## config.mk

```make
export PLATFORM = sky130hd
export DESIGN_NAME = ws2812_pixel_bit_serializer_core
export DESIGN_NICKNAME = d
export VERILOG_FILES = /design/src/ws2812pbs_pkg.sv /design/src/ws2812pbs_front.sv /design/src/ws2812pbs_fifo.sv /design/src/ws2812pbs_back.sv /design/src/ws2812_pixel_bit_serializer_core.sv
export SDC_FILE = /design/constraint.sdc
export NUM_CORES = 1
export LEC_CHECK = 0
export BUFFER_PORTS_ARGS = -buffer_cell sky130_fd_sc_hd__buf_2
export CAP_MARGIN = 20
export CORE_ASPECT_RATIO = 1.75
export CORE_UTILIZATION = 45
export CTS_CLUSTER_DIAMETER = 80
export DETAILED_ROUTE_END_ITERATION = 12
export MAX_ROUTING_LAYER = met4
export PLACE_DENSITY = 0.6
export SLEW_MARGIN = 20
export SYNTH_ARGS = -nofsm -noshare
export SYNTH_HDL_FRONTEND = slang
export SYNTH_HIERARCHICAL = 1
export SYNTH_SLANG_ARGS = --single-unit
```

## constraint.sdc

```tcl
create_clock -name clk -period 8.45 [get_ports clk]
set_input_delay 1.2675 -clock clk [delete_from_list [all_inputs] [get_ports clk]]
set_output_delay 1.2675 -clock clk [all_outputs]
set_load 0.02 [all_outputs]
```

## src/ws2812pbs_pkg.sv

```systemverilog
`timescale 1ns / 1ps
// ----------------------------------------------------------------------------
// ws2812pbs_pkg
// Shared types and constants for the pixel bit serializer: configuration
// register set, register indexes, reset values and the pixel descriptor.
// ----------------------------------------------------------------------------
package ws2812pbs_pkg;

    localparam int BitsPerPixel = 24;
    localparam int FifoDepth    = 2;
    localparam int FifoPtrW     = $clog2(FifoDepth);
    localparam int FifoCntW     = $clog2(FifoDepth + 1);

    localparam logic [5:0] MAX_GAP_LEN    = 6'd40;
    localparam logic [5:0] LAST_DATA_POS  = 6'd23;
    localparam logic [5:0] DATA_POS_END   = 6'd24;

    // register indexes
    localparam logic [2:0] CFG_LED_COUNT   = 3'd0;
    localparam logic [2:0] CFG_COLOR_ORDER = 3'd1;
    localparam logic [2:0] CFG_ONE_WIDTH   = 3'd2;
    localparam logic [2:0] CFG_ZERO_WIDTH  = 3'd3;
    localparam logic [2:0] CFG_GAP_LEN     = 3'd4;

    // reset values
    localparam logic [15:0] RST_LED_COUNT   = 16'd1;
    localparam logic [7:0]  RST_COLOR_ORDER = 8'h42;
    localparam logic [7:0]  RST_ONE_WIDTH   = 8'd20;
    localparam logic [7:0]  RST_ZERO_WIDTH  = 8'd10;
    localparam logic [5:0]  RST_GAP_LEN     = 6'd40;

    typedef struct packed {
        logic [15:0] led_count;
        logic [7:0]  color_order;
        logic [7:0]  one_width;
        logic [7:0]  zero_width;
        logic [5:0]  gap_len;
    } cfg_t;

    typedef struct packed {
        logic [23:0] wire_bits;
        logic [5:0]  gap;
        logic        ends_frame;
    } desc_t;

endpackage

```

## src/ws2812pbs_front.sv

```systemverilog
`timescale 1ns / 1ps
`default_nettype none
// ----------------------------------------------------------------------------
// ws2812pbs_front
// Accepts colors, reorders bytes into wire order, tracks the pixel count
// and builds one descriptor per pixel for the queue.
// ----------------------------------------------------------------------------
module ws2812pbs_front (
    input  wire logic                 clk,
    input  wire logic                 rst_n,
    input  wire logic                 push,
    input  wire logic [23:0]          color,
    output logic                      full,
    input  wire ws2812pbs_pkg::cfg_t  cfg,
    input  wire logic                 q_full,
    output logic                      q_push,
    output ws2812pbs_pkg::desc_t      q_desc
);

    logic [15:0] pixels_sent_reg;
    logic [15:0] pixels_sent_next;
    logic [15:0] count;
    logic        ends_frame;
    logic [23:0] wire_bits;
    logic [5:0]  gap;

    assign full   = q_full;
    assign q_push = push && !q_full;

    always_comb
    begin
        logic [7:0] byte_v;
        logic [1:0] rpos;
        logic [1:0] gpos;
        logic [1:0] bpos;
        rpos      = cfg.color_order[7:6];
        gpos      = cfg.color_order[4:3];
        bpos      = cfg.color_order[1:0];
        wire_bits = '0;
        for (int s = 0; s < 3; s++)
        begin
            byte_v = '0;
            if (rpos == 2'(s))
            begin
                byte_v = color[23:16];
            end
            if (gpos == 2'(s))
            begin
                byte_v = color[15:8];
            end
            if (bpos == 2'(s))
            begin
                byte_v = color[7:0];
            end
            wire_bits[(2 - s) * 8 +: 8] = byte_v;
        end
    end

    assign count      = (cfg.led_count == '0) ? 16'd1 : cfg.led_count;
    assign ends_frame = ({1'b0, pixels_sent_reg} + 17'd1) >= {1'b0, count};
    assign gap        = !ends_frame ? 6'd0 :
                        (cfg.gap_len > ws2812pbs_pkg::MAX_GAP_LEN) ?
                        ws2812pbs_pkg::MAX_GAP_LEN : cfg.gap_len;

    assign q_desc.wire_bits  = wire_bits;
    assign q_desc.gap        = gap;
    assign q_desc.ends_frame = ends_frame;

    always_comb
    begin
        pixels_sent_next = pixels_sent_reg;
        if (q_push)
        begin
            pixels_sent_next = ends_frame ? 16'd0 : pixels_sent_reg + 16'd1;
        end
    end

    always_ff @(posedge clk or negedge rst_n)
    begin
        if (!rst_n)
        begin
            pixels_sent_reg <= '0;
        end
        else
        begin
            pixels_sent_reg <= pixels_sent_next;
        end
    end

endmodule
`default_nettype wire

```

## src/ws2812pbs_fifo.sv

```systemverilog
`timescale 1ns / 1ps
`default_nettype none
// ----------------------------------------------------------------------------
// ws2812pbs_fifo
// Short descriptor queue between the front and the back.
// ----------------------------------------------------------------------------
module ws2812pbs_fifo (
    input  wire logic                 clk,
    input  wire logic                 rst_n,
    input  wire logic                 wr,
    input  wire ws2812pbs_pkg::desc_t wr_desc,
    output logic                      q_full,
    input  wire logic                 rd,
    output ws2812pbs_pkg::desc_t      rd_desc,
    output logic                      q_empty
);

    localparam int PtrW = ws2812pbs_pkg::FifoPtrW;
    localparam int CntW = ws2812pbs_pkg::FifoCntW;

    ws2812pbs_pkg::desc_t mem_reg [ws2812pbs_pkg::FifoDepth];
    logic [PtrW-1:0] wr_ptr_reg;
    logic [PtrW-1:0] wr_ptr_next;
    logic [PtrW-1:0] rd_ptr_reg;
    logic [PtrW-1:0] rd_ptr_next;
    logic [CntW-1:0] cnt_reg;
    logic [CntW-1:0] cnt_next;
    logic            do_wr;
    logic            do_rd;

    assign q_full  = cnt_reg == CntW'(ws2812pbs_pkg::FifoDepth);
    assign q_empty = cnt_reg == '0;
    assign do_wr   = wr && !q_full;
    assign do_rd   = rd && !q_empty;
    assign rd_desc = mem_reg[rd_ptr_reg];

    always_comb
    begin
        wr_ptr_next = wr_ptr_reg;
        rd_ptr_next = rd_ptr_reg;
        cnt_next    = cnt_reg;
        if (do_wr)
        begin
            wr_ptr_next = (wr_ptr_reg == PtrW'(ws2812pbs_pkg::FifoDepth - 1)) ?
                          '0 : wr_ptr_reg + PtrW'(1);
        end
        if (do_rd)
        begin
            rd_ptr_next = (rd_ptr_reg == PtrW'(ws2812pbs_pkg::FifoDepth - 1)) ?
                          '0 : rd_ptr_reg + PtrW'(1);
        end
        if (do_wr && !do_rd)
        begin
            cnt_next = cnt_reg + CntW'(1);
        end
        else if (do_rd && !do_wr)
        begin
            cnt_next = cnt_reg - CntW'(1);
        end
    end

    always_ff @(posedge clk or negedge rst_n)
    begin
        if (!rst_n)
        begin
            wr_ptr_reg <= '0;
            rd_ptr_reg <= '0;
            cnt_reg    <= '0;
        end
        else
        begin
            wr_ptr_reg <= wr_ptr_next;
            rd_ptr_reg <= rd_ptr_next;
            cnt_reg    <= cnt_next;
        end
    end

    always_ff @(posedge clk)
    begin
        if (do_wr)
        begin
            mem_reg[wr_ptr_reg] <= wr_desc;
        end
    end

endmodule
`default_nettype wire

```

## src/ws2812pbs_back.sv

```systemverilog
`timescale 1ns / 1ps
`default_nettype none
// ----------------------------------------------------------------------------
// ws2812pbs_back
// Walks the head descriptor one bit period per cycle, when not stalled:
// 24 data pulses, then any reset gap, into a registered result stage.
// ----------------------------------------------------------------------------
module ws2812pbs_back (
    input  wire logic                 clk,
    input  wire logic                 rst_n,
    input  wire ws2812pbs_pkg::cfg_t  cfg,
    input  wire logic                 q_empty,
    input  wire ws2812pbs_pkg::desc_t q_desc,
    output logic                      q_pop,
    output logic [7:0]                pulse_width,
    output logic                      is_reset_bit,
    output logic                      frame_end,
    output logic                      last,
    output logic                      empty,
    input  wire logic                 pop
);

    logic [5:0] pos_reg;
    logic [5:0] pos_next;
    logic       out_valid_reg;
    logic       out_valid_next;
    logic [7:0] width_reg;
    logic       rst_bit_reg;
    logic       frame_end_reg;
    logic       last_reg;
    logic       emit;
    logic       last_res;
    logic       in_data;
    logic [4:0] bit_idx;
    logic       data_bit;
    logic [7:0] width_val;

    assign emit     = !q_empty && (!out_valid_reg || pop);
    assign last_res = pos_reg == (ws2812pbs_pkg::LAST_DATA_POS + q_desc.gap);
    assign in_data  = pos_reg < ws2812pbs_pkg::DATA_POS_END;
    assign bit_idx  = in_data ? (5'd23 - pos_reg[4:0]) : 5'd0;
    assign data_bit = q_desc.wire_bits[bit_idx];
    assign width_val = !in_data ? 8'd0 :
                       data_bit ? cfg.one_width : cfg.zero_width;
    assign q_pop    = emit && last_res;

    always_comb
    begin
        pos_next       = pos_reg;
        out_valid_next = out_valid_reg;
        if (emit)
        begin
            pos_next       = last_res ? 6'd0 : pos_reg + 6'd1;
            out_valid_next = 1'b1;
        end
        else if (pop)
        begin
            out_valid_next = 1'b0;
        end
    end

    always_ff @(posedge clk or negedge rst_n)
    begin
        if (!rst_n)
        begin
            pos_reg       <= '0;
            out_valid_reg <= 1'b0;
        end
        else
        begin
            pos_reg       <= pos_next;
            out_valid_reg <= out_valid_next;
        end
    end

    always_ff @(posedge clk)
    begin
        if (emit)
        begin
            width_reg     <= width_val;
            rst_bit_reg   <= !in_data;
            frame_end_reg <= last_res && q_desc.ends_frame;
            last_reg      <= last_res;
        end
    end

    assign pulse_width  = width_reg;
    assign is_reset_bit = rst_bit_reg;
    assign frame_end    = frame_end_reg;
    assign last         = last_reg;
    assign empty        = !out_valid_reg;

    // mid-pixel implies a descriptor at the queue head
    a_pos_has_desc: assert property (@(posedge clk) disable iff (!rst_n)
        (pos_reg != 6'd0) |-> !q_empty)
        else $error("bit position advanced without a descriptor");

    // last period of a pixel rewinds the position
    a_last_rewinds: assert property (@(posedge clk) disable iff (!rst_n)
        (emit && last_res) |=> (pos_reg == 6'd0))
        else $error("position not rewound after last period");

    a_frame_end_last: assert property (@(posedge clk) disable iff (!rst_n)
        (out_valid_reg && frame_end_reg) |-> last_reg)
        else $error("frame end on a result that is not last");

    a_reset_zero: assert property (@(posedge clk) disable iff (!rst_n)
        (out_valid_reg && rst_bit_reg) |-> (width_reg == 8'd0))
        else $error("reset period with nonzero pulse width");

endmodule
`default_nettype wire

```

## src/ws2812_pixel_bit_serializer_core.sv

```systemverilog
`timescale 1ns / 1ps
`default_nettype none
// ----------------------------------------------------------------------------
// ws2812_pixel_bit_serializer_core
// Turns 24-bit colors into per-bit pulse widths in wire byte order, with a
// reset gap after the final pixel of each frame.
// ----------------------------------------------------------------------------
// the first result of a pixel passes the descriptor queue and then the result register
// the back serializer gives one result per cycle while not stalled; each pixel
//   makes 24 results, or 24 plus the reset gap (at most 40) at the end of a frame
// a two-entry descriptor queue lets the next pixel be taken while one plays
// reset: registers return to their defaults, pixel count zero, queues empty
module ws2812_pixel_bit_serializer_core (
    input  wire logic        clk,
    input  wire logic        rst_n,
    input  wire logic        push,
    input  wire logic [23:0] color,
    output logic             full,
    output logic [7:0]       pulse_width,
    output logic             is_reset_bit,
    output logic             frame_end,
    output logic             last,
    output logic             empty,
    input  wire logic        pop,
    input  wire logic        wr_en,
    input  wire logic [2:0]  wr_index,
    input  wire logic [15:0] wr_data
);

    ws2812pbs_pkg::cfg_t  cfg_reg;
    ws2812pbs_pkg::cfg_t  cfg_next;
    ws2812pbs_pkg::desc_t f_desc;
    ws2812pbs_pkg::desc_t h_desc;
    logic                 f_push;
    logic                 q_full;
    logic                 q_empty;
    logic                 q_pop;

    always_comb
    begin
        cfg_next = cfg_reg;
        if (wr_en)
        begin
            unique case (wr_index)
                ws2812pbs_pkg::CFG_LED_COUNT:   cfg_next.led_count   = wr_data;
                ws2812pbs_pkg::CFG_COLOR_ORDER: cfg_next.color_order = wr_data[7:0];
                ws2812pbs_pkg::CFG_ONE_WIDTH:   cfg_next.one_width   = wr_data[7:0];
                ws2812pbs_pkg::CFG_ZERO_WIDTH:  cfg_next.zero_width  = wr_data[7:0];
                ws2812pbs_pkg::CFG_GAP_LEN:     cfg_next.gap_len     = wr_data[5:0];
                default:                        cfg_next             = cfg_reg;
            endcase
        end
    end

    always_ff @(posedge clk or negedge rst_n)
    begin
        if (!rst_n)
        begin
            cfg_reg.led_count   <= ws2812pbs_pkg::RST_LED_COUNT;
            cfg_reg.color_order <= ws2812pbs_pkg::RST_COLOR_ORDER;
            cfg_reg.one_width   <= ws2812pbs_pkg::RST_ONE_WIDTH;
            cfg_reg.zero_width  <= ws2812pbs_pkg::RST_ZERO_WIDTH;
            cfg_reg.gap_len     <= ws2812pbs_pkg::RST_GAP_LEN;
        end
        else
        begin
            cfg_reg <= cfg_next;
        end
    end

    ws2812pbs_front u_front (
        .clk    (clk),
        .rst_n  (rst_n),
        .push   (push),
        .color  (color),
        .full   (full),
        .cfg    (cfg_reg),
        .q_full (q_full),
        .q_push (f_push),
        .q_desc (f_desc)
    );

    ws2812pbs_fifo u_fifo (
        .clk     (clk),
        .rst_n   (rst_n),
        .wr      (f_push),
        .wr_desc (f_desc),
        .q_full  (q_full),
        .rd      (q_pop),
        .rd_desc (h_desc),
        .q_empty (q_empty)
    );

    ws2812pbs_back u_back (
        .clk          (clk),
        .rst_n        (rst_n),
        .cfg          (cfg_reg),
        .q_empty      (q_empty),
        .q_desc       (h_desc),
        .q_pop        (q_pop),
        .pulse_width  (pulse_width),
        .is_reset_bit (is_reset_bit),
        .frame_end    (frame_end),
        .last         (last),
        .empty        (empty),
        .pop          (pop)
    );

endmodule
`default_nettype wire

```

# Yosys cells after proc, flatten, opt, wreduce, memory -nomap -nowiden
# Memories as Yosys holds them, arrays and structs flattened.
# Index checks and enable logic that the tools add are counted.
[classes]
n_addsub = 9
magnitude_cmp = 4
eq_ne = 12
n_mux = 26
reduce_logical = 28
[ops]
columns = ["cell", "count"]
rows = [
  ["$mux 8", 10],
  ["$mux 16", 2],
  ["$mux 6", 3],
  ["$add 16x1->17 const B", 1],
  ["$ge 17x16->1", 1],
  ["$add 16x1->16 const B", 1],
  ["$logic_not 16->1", 1],
  ["$reduce_and 2->1", 5],
  ["$eq 2x2->1 const B", 4],
  ["$logic_and 1x1->1", 8],
  ["$logic_not 2->1", 4],
  ["$mux 1", 7],
  ["$add 5x6->6 const A", 1],
  ["$add 6x1->6 const B", 1],
  ["$eq 2x1->1 const B", 3],
  ["$eq 3x2->1 const B", 2],
  ["$eq 6x6->1", 1],
  ["$gt 6x6->1 const B", 1],
  ["$logic_not 1->1", 6],
  ["$lt 5x6->1 const B", 1],
  ["$lt 6x5->1 const B", 1],
  ["$bmux 1 s5", 1],
  ["$mux 5", 1],
  ["$sub 5x5->5 const A", 1],
  ["other kinds (9)", 12],
]
[totals]
register_bits = 84
ram_bits = 62
in_bits = 48
output_inout_bits = 13
n_memories = 1
[memory_table]
columns = ["memory", "words", "width", "read_ports", "rd_clocked_by_memory_dff", "write_ports", "line", "rtl"]
rows = [
  ["u_fifo.mem_reg", 2, 31, 1, 0, 1, "ws2812pbs_fifo.sv:21", "ws2812pbs_pkg::desc_t mem_reg [ws2812pbs_pkg::FifoDepth];"],
]

# Longest topological paths before layout
# Gate-level depths: netlist of the first run.
[depth]
depth_word = 8
ltp_mapped = 15

# By module
# The synthesis of the first run kept the hierarchy.
[by_module_without_submodules]
columns = ["mod", "instances", "cells_each", "area_each_um2", "seq_area_each_um2"]
rows = [
  ["ws2812pbs_fifo", 1, 116, 2587.5, 1961.9],
  ["ws2812pbs_front", 1, 264, 2015.7, 400.4],
  ["ws2812_pixel_bit_serializer_core", 1, 101, 1769.2, 1162.4],
  ["ws2812pbs_back", 1, 144, 1391.3, 505.5],
]

# Worst setup path after synthesis of the first run
# No wires, ideal clock.
[synth_timing]
kind = "input -> register"
start = "input port push"
end = "memory u_fifo/mem_reg[0][0] in the netlist's numbering (enable)"
setup_ns = 0.419
t_arrival_ns = 3.029
required_time_ns = 8.031
path_slack_ns = 5.002
stages = 5
n_path_buf = 1
path_cell_list = "nand2b_1 -> clkbuf_1 -> clkinv_1 -> nand2_1 -> nor2_1"
[synth_between]
elab_chain_cells = 4
[synth_rtl]
columns = ["item", "line", "rtl"]
rows = [
  ["start, declared", "ws2812_pixel_bit_serializer_core.sv:16", "input wire logic push,"],
  ["$logic_and 1x1->1", "ws2812pbs_front.sv:28", "assign q_push = push && !q_full;"],
  ["net f_push", "ws2812_pixel_bit_serializer_core.sv:34", "logic f_push;"],
  ["$logic_and 1x1->1", "ws2812pbs_fifo.sv:33", "assign do_wr = wr && !q_full;"],
  ["$mux 1", "ws2812pbs_fifo.sv:80", "if (do_wr)"],
  ["$mux 1 (not written as such)", "ws2812pbs_fifo.sv:82", "mem_reg[wr_ptr_reg] <= wr_desc;"],
  ["end, declared", "ws2812pbs_fifo.sv:21", ""],
]
# The timed path passes the listed nets, and every way through them passes these cells.

==> flow_summary.yaml, run 1 <==
outcome:
  status: "finished, final reports clean"
critical_path:
  crit_path_end_kind: "flip-flop"
  start_kind: "flip-flop"
  worstSetupPathType: "flip-flop to flip-flop"
  worstPathRequired_ps: 8600
  critPathArrivalTime_ps: 3850
  path_max_fanout: 21
global_route:
  grt_pass1_wl_um: 27400
  grt_max_degree: 72
  grt_pass1_vias: 5422
  grt_remaining_overflow: 0
  antenna_found_initial: 0
  grt_use_total_pct: 21.3
placed_design:
  hpwl_um: 12400
  place.gp.congestion: 0.897
  port_buffers: 60
  dpl_cell_area_sq_um: 8090
logic_synthesis:
  netlist_area_sq_um: 7690
  syn_nets: 690
  ys.warnings.count: 6
  postSynthAreaPerCell_sq_um: 12.4
  synth_cells: 621
sta:
  slew_headroom_pct: 33.4
  tightest_slew_ps: 992
  setup_violations: 0
  fin_tns_setup_ps: 0
  drv_slew: 0
  skew_ps: 11.2
  timing.fmax_ghz: 0.270
  rsz0062_at_grt: "false"
  fin_crit_sh_pct: 43.8
  min_period_ps: 3700
  timing.final.hold_violations: 0
floorplan:
  die_h_um: 175
  core_area_sq_um: 16600
  die_x_um: 101
  row_count: 62
  io_pins: 61
  design.die.area_sq_um: 17600
  floorplan.initialDensity_pct: 46.3
clocking:
  clock_path_buffers: 2
  clkTransAtPathRegs_ps: 70
  cts_sinks: 144
  cts_htree_levels: 4
  cts-root-buf: "clkbuf_16"
  postCtsSetupRepairBufs: 0
  cts.repair.resized: 0
  clk_latency_ps: 410
  cts_buffers: 17
  holdBufCountCts: 0
  cts_tree: "yes"
drt:
  dr.pass1.iters: 4
  ant_nets: 0
  vias: 5123
  routedWlPerCell_um: 18.7
  dr.first_iter.drc_count: 293
  drc: 0
  vias_per_cell: 5.62
  drt-total-wl_um: 17000
final_layout:
  largest_reg_flops: 62
  layout.nets: 743
  final_area_sq_um: 8680
  area_delta_synth_final_pct: 12.9
  drive_gt1_share_pct: 30.7
  num-fill-cells: 1480
  antenna_cells: 0
flow_run:
  maxCapViolCount: 0
worst_hold_path:
  min_path_type: "flip-flop to flip-flop"
pwr:
  irDropWorstVdd_mv: 0.155
  power.density_nw_per_um2: 316
  power.leakage_nw: 3.47
  power_mw: 2.74
==> worst paths after layout <==
kind / to / cells past startpoint / slack [ps] / from
max in group asynchronous: u_fifo/rd_ptr_reg / 1 / 6790 / rst_n
worst max register to register: u_fifo/mem_reg[1][3] / 12 / 4750 / u_front/pixels_sent_reg[2]
worst min-delay path: cfg_reg[8] / 1 / 500 / cfg_reg[8]
worst min register to register: cfg_reg[8] / 1 / 500 / cfg_reg[8]
min in group asynchronous: cfg_reg[25] / 1 / 1000 / rst_n
worst max-delay path: u_fifo/mem_reg[1][3] / 12 / 4750 / u_front/pixels_sent_reg[2]
==> metal layers <==
| metal | vias up | track usage, % | part of all wire, % |
|---|---|---|---|
| met5 | - | - | 0 |
| li1 | 2418 | - | - |
| met1 | 2549 | 21.6 | 37 |
| met4 | 0 | 11.2 | 4.7 |
| met2 | 113 | 38.8 | 56 |
| met3 | 43 | 3.24 | 2.7 |
==> worst max-delay path: stages, from the launching register on <==
cell and delay (ps):
dfrtp_1 460, and3_4 240, and4_4 260, nand2_2 90
or2_4 250, xnor2_1 130, ha_1 260, nor4_1 250
a32oi_1 180, o32ai_4 760, and2_2 320, inv_2 70
and3_1 180
==> stage by stage <==
stage | setup WS (ps) | util (%) | std cells | hold WS, ps
3_5_place_dp | 4790 | 48.7 | 879 | 491
5_1_grt | 4500 | 52.3 | 911 | 519
3_3_place_gp | 4580 | 48.6 | 879 | 485
4_1_cts | 4770 | 52.3 | 911 | 509
6_report | 4750 | 52.3 | 911 | 504
2_1_floorplan | 5000 | - | 621 | 461
==> layout make-up <==
cell class / count / area [sq um] / area share, %
Sequential cell: 144 / 3980 / 45.9
Inverter: 33 / 124 / 1.43
Clock buffer: 18 / 450 / 5.19
Timing Repair Buffer: 64 / 333 / 3.83
Tap cell: 224 / 280 / 3.23
Multi-Input combinational cell: 414 / 3370 / 38.8
Clock inverter: 14 / 141 / 1.63
==> placed cells by master (no fill, tap or decap), types with 18 or more instances in the layout <==
master and n:
nor2_1 25, ha_1 21, inv_1 31, buf_2 59, a22oi_1 24, nand3_1 23, edfxtp_1 73, mux2_4 29
xnor2_1 18, nand2_1 33, a21oi_1 25, o21ai_0 40, mux2_2 48, clkbuf_16 18, dfrtp_1 61
==> report_power, final <==
group          leakage [nW]  switching [mW]  internal, mW
clock                 0.287           0.318         0.409
combinational          1.64           0.469         0.398
sequential             1.55           0.183         0.968
Power figures use the tool's default switching activity.
==> inputs of run 2 (changes only) <==
--- a/config.mk
+++ b/config.mk
@@ -5,6 +5,7 @@
 export SDC_FILE = /design/constraint.sdc
 export NUM_CORES = 1
 export LEC_CHECK = 0
+export ABC_AREA = 1
 export BUFFER_PORTS_ARGS = -buffer_cell sky130_fd_sc_hd__buf_2
 export CAP_MARGIN = 20
 export CORE_ASPECT_RATIO = 1.75
==> constraint.sdc (replaced) <==
create_clock -name clk -period 3.6 [get_ports clk]
set_input_delay 0.54 -clock clk [delete_from_list [all_inputs] [get_ports clk]]
set_output_delay 0.54 -clock clk [all_outputs]
set_load 0.02 [all_outputs]
==> run 2 against run 1 <==
Against the previous run:
- die area rose by 5.8%
- hold slack got worse by 270 ps
- highest routed layer unchanged
- area after synthesis rose by 5.9%
- critical path type unchanged
- largest power group unchanged
==> flow_summary.yaml, run 2 <==
final_layout:
  mostFrequentLayoutCell: "nand2_1"
  drive_gt1_share_pct: 14.4
  antenna_cells: 0
  area_delta_synth_final_pct: 12.5
  layout_common_cells: "335 x nand2_1, 120 x inv_1, 81 x nand3_1"
  largest_reg_flops: 62
  utilization_pct: 52.0
  final_cells: 1292
  final_area_sq_um: 9170
  layout.nets: 1117
clocking:
  cts_buffers: 17
  clkTransAtPathRegs_ps: 60
  cts.repair.resized: 0
  clk_latency_ps: 420
  cts_tree: "yes"
  holdBufCountCts: 0
  cts_htree_levels: 4
  clock_path_buffers: 2
  cts-root-buf: "clkbuf_16"
  postCtsSetupRepairBufs: 0
  cts_sinks: 144
critical_path:
  start_kind: "flip-flop"
  crit_top_cell: "nand2_1"
  worstSetupPathType: "flip-flop to flip-flop"
  crit_path_end_kind: "flip-flop"
  worstPathRequired_ps: 3750
  path_max_fanout: 7
  reg2reg_depth: 18
  crit_buf_inv: 4
  critPathTopFamily: "simple AND/OR/NAND/NOR gates"
  critical-path-slowest-cell: "dfrtp_1"
  critPathArrivalTime_ps: 3220
  cp_cell_sequence: "ha_1 -> nand3_2 -> nor2_2 -> nand2_1 -> o21ai_0 -> nand2_1 -> inv_1 -> ha_1 -> nand2_1 -> inv_1 -> nand3_1 -> nor2_1 -> nand2_1 -> nand4_1 -> inv_1 -> nand2_1 -> nor2_1 -> inv_1"
  cp.depth: 18
  crit_path_max_incr_delay_ps: 440
drt:
  dr.first_iter.drc_count: 300
  ant_nets: 0
  vias: 6607
  drc: 0
  routedWlPerCell_um: 15.5
  drt-total-wl_um: 20000
  vias_per_cell: 5.11
  dr.pass1.iters: 5
global_route:
  gr-usage-met3_pct: 3.41
  grt_use_total_pct: 23.2
  grt_remaining_overflow: 0
  grt_use_met1_pct: 22.6
  busiest_layer: "met2"
  grt_max_degree: 38
  grtUsageMet2_pct: 43.6
  antenna_found_initial: 0
  grt_pass1_vias: 6483
  grt_pass1_wl_um: 32500
sta:
  tightest_slew_ps: 967
  timing.fmax_ghz: 0.326
  fin_tns_setup_ps: 0
  fin_crit_sh_pct: 85.2
  min_period_ps: 3070
  rsz0062_at_grt: "false"
  skew_ps: 7.70
  setup_violations: 0
  timing.final.hold_violations: 0
  slew_headroom_pct: 35.5
  drv_slew: 0
floorplan:
  row_count: 64
  core_area_sq_um: 17600
  design.die.area_sq_um: 18700
  die_x_um: 104
  io_pins: 61
  die_h_um: 180
  floorplan.initialDensity_pct: 46.2
placed_design:
  place.gp.congestion: 0.858
  dpl_cell_area_sq_um: 8580
  hpwl_um: 14700
  port_buffers: 60
  placed_cells: 1260
pwr:
  p_int_mw: 4.06
  power.density_nw_per_um2: 727
  p_switching_mw: 2.60
  power_frac_seq_pct: 38.4
  irDropWorstVdd_mv: 0.353
  power.leakage_nw: 4.53
  p_comb_share_pct: 35.4
  power_mw: 6.66
  p_sw_share_pct: 39.0
  pwr-share-clk_pct: 26.2
logic_synthesis:
  netlist_area_sq_um: 8150
  postSynthAreaPerCell_sq_um: 8.21
  ys.warnings.count: 6
  syn_nets: 1061
  synth_cells: 992
flow_run:
  maxCapViolCount: 0
worst_hold_path:
  min_path_type: "input pin to async pin"
outcome:
  status: "finished, final reports clean"
==> run 2: power by group through the flow <==
stage / Sequential (mW) / Clock [mW] / Combinational (mW)
floorplan: 2.57 / 0 / 1.74
detailed placement: 2.59 / 0 / 2.37
global placement: 2.58 / 0 / 2.35
finish: 2.56 / 1.75 / 2.36
global route: 2.60 / 1.84 / 2.68
CTS: 2.56 / 1.78 / 2.38
==> run 2: path summary, 6_finish.rpt <==
path / startpoint / endpoint / slack [ps]
setup / recovery: u_front/pixels_sent_reg[0] / u_fifo/mem_reg[0][0] / 530
setup reg to reg: u_front/pixels_sent_reg[0] / u_fifo/mem_reg[0][0] / 530
hold reg to reg: cfg_reg[16] / cfg_reg[16] / 460
min in group clk: pop / u_back/out_valid_reg / 310
max in group asynchronous: rst_n / cfg_reg[9] / 2470
hold / removal: rst_n / u_back/pos_reg[0] / 240
==> run 2: cell type report <==
cell class	instances	area, sq um
timing repair buffer	67	353
clock inverter	15	158
sequential	144	3980
tap	231	289
clock buffer	17	425
multi-input combinational	687	3470
inverter	131	492
fill	1733	8450
==> run 2: stage by stage <==
step,hold slack (ps),worst slack (ps)
final,239,533
after global routing,322,174
after CTS,282,504
after detailed placement,453,536
after global placement,453,632
after floorplan,244,889
==> run 2: routing by layer <==
layer	up-vias	routed length (um)
met1	3094	7380
met4	0	898
li1	3329	-
met3	51	502
met5	-	0
met2	133	11200
==> inputs of run 3 (changes only) <==
--- a/config.mk
+++ b/config.mk
@@ -5,9 +5,8 @@
 export SDC_FILE = /design/constraint.sdc
 export NUM_CORES = 1
 export LEC_CHECK = 0
-export ABC_AREA = 1
 export BUFFER_PORTS_ARGS = -buffer_cell sky130_fd_sc_hd__buf_2
-export CAP_MARGIN = 20
+export CAP_MARGIN = 10
 export CORE_ASPECT_RATIO = 1.75
 export CORE_UTILIZATION = 45
 export CTS_CLUSTER_DIAMETER = 80
==> run 3 against run 2 <==
Against the previous run:
- fmax decreased by 5.8%
- flip-flop and latch count unchanged
- register-to-register slack got worse by 190 ps
- non-clock buffer count is 6 higher
- hold slack better by 38 ps
- total power is 3.8% lower
==> flow_summary.yaml, run 3 (same netlist as run 1, synthesis figures left out) <==
global_route:
  grt_use_total_pct: 21.4
  busiest_layer: "met2"
  grt_pass1_vias: 5499
  grt_pass1_wl_um: 27700
  grt_use_met1_pct: 21.5
  antenna_found_initial: 0
  grtUsageMet2_pct: 39.9
  gr-usage-met3_pct: 3.08
  grt_remaining_overflow: 0
  grt_max_degree: 72
critical_path:
  crit_path_end_kind: "flip-flop"
  r2r_start: "u_front/pixels_sent_reg[0]"
  cp.depth: 12
  critPathArrivalTime_ps: 3540
  worstReg2RegEnd: "u_front/pixels_sent_reg[5]"
  crit_end: "u_front/pixels_sent_reg[5]"
  reg2reg_depth: 12
  reg2reg_slack_ps: 340
  worstSetupPathType: "flip-flop to flip-flop"
  crit_start: "u_front/pixels_sent_reg[0]"
  critPathTopFamily: "compound AO/OA/AOI/OAI gates"
  crit_buf_inv: 1
  worstPathRequired_ps: 3890
  critical-path-slowest-cell: "dfrtp_1"
  start_kind: "flip-flop"
  cp_cell_sequence: "ha_1 -> and3_1 -> and3_4 -> xor2_1 -> ha_1 -> and3_1 -> nand4_1 -> a311oi_1 -> o32ai_2 -> buf_4 -> a31o_2 -> a32o_1"
  crit_path_max_incr_delay_ps: 450
  path_max_fanout: 20
sta:
  skew_ps: 13.1
  fin_crit_sh_pct: 90.5
  fin_tns_setup_ps: 0
  slew_headroom_pct: 32.3
  timing.fmax_ghz: 0.307
  setup_violations: 0
  rsz0062_at_grt: "false"
  fin_hold_ws_ps: 276
  layout_setup_ws_ps: 343
  min_period_ps: 3260
  timing.final.hold_violations: 0
  drv_slew: 0
  tightest_slew_ps: 1010
floorplan:
  io_pins: 61
  die_x_um: 101
  design.die.area_sq_um: 17600
  row_count: 62
  core_area_sq_um: 16600
  die_h_um: 175
  floorplan.initialDensity_pct: 46.3
clocking:
  cts.repair.resized: 0
  cts_tree: "yes"
  postCtsSetupRepairBufs: 0
  cts_htree_levels: 4
  cts_buffers: 17
  cts-root-buf: "clkbuf_16"
  clock_path_buffers: 2
  clk_latency_ps: 410
  clkTransAtPathRegs_ps: 60
  holdBufCountCts: 0
  cts_sinks: 144
final_layout:
  final_cells: 920
  antenna_cells: 0
  mostFrequentLayoutCell: "edfxtp_1"
  utilization_pct: 52.4
  area_delta_synth_final_pct: 13.2
  drive_gt1_share_pct: 31.2
  layout_common_cells: "73 x edfxtp_1, 61 x dfrtp_1, 59 x buf_2"
  largest_reg_flops: 62
  final_area_sq_um: 8710
  layout.nets: 752
placed_design:
  hpwl_um: 12500
  port_buffers: 60
  dp_slack_ps: 409
  placed_cells: 888
  place.gp.congestion: 0.841
  dpl_cell_area_sq_um: 8150
worst_hold_path:
  min_path_type: "input pin to async pin"
drt:
  ant_nets: 0
  drc: 0
  vias_per_cell: 5.65
  drt-total-wl_um: 17100
  dr.pass1.iters: 7
  routedWlPerCell_um: 18.6
  vias: 5195
  dr.first_iter.drc_count: 290
pwr:
  power_mw: 6.41
  power.density_nw_per_um2: 736
  power.leakage_nw: 3.50
  irDropWorstVdd_mv: 0.355
outcome:
  status: "finished, final reports clean"
flow_run:
  maxCapViolCount: 0
==> run 3: how the worst min path moves through the flow <==
| stage | start | end | slack (ps) | depth (start not counted) |
|---|---|---|---|---|
| final | rst_n | u_back/out_valid_reg | 280 | 1 |
| after floorplan | rst_n | cfg_reg[0] | 240 | 0 |
| after detailed placement | cfg_reg[14] | cfg_reg[14] | 490 | 1 |
| after global placement | cfg_reg[15] | cfg_reg[15] | 480 | 1 |
| after global routing | wr_data[15] | cfg_reg[45] | 350 | 2 |
| after CTS | rst_n | u_back/pos_reg[5] | 320 | 1 |
==> run 3: routing by layer <==
metal	vias up	part of all wire [%]
li1	2435	-
met1	2609	37
met2	118	57
met3	33	2.4
met4	0	3.7
met5	-	0
==> run 3: final cells by class <==
cell class / instances / area, sq um
sequential: 144 / 3980
tap: 224 / 280
fill: 1501 / 7900
timing repair buffer: 73 / 413
clock buffer: 18 / 429
multi-input combinational: 414 / 3360
inverter: 33 / 124
clock inverter: 14 / 123
==> run 3: power by group <==
group / switching [mW] / internal [mW] / leakage (nW)
sequential: 0.301 / 2.27 / 1.55
clock: 0.719 / 0.905 / 0.265
combinational: 1.23 / 0.975 / 1.69
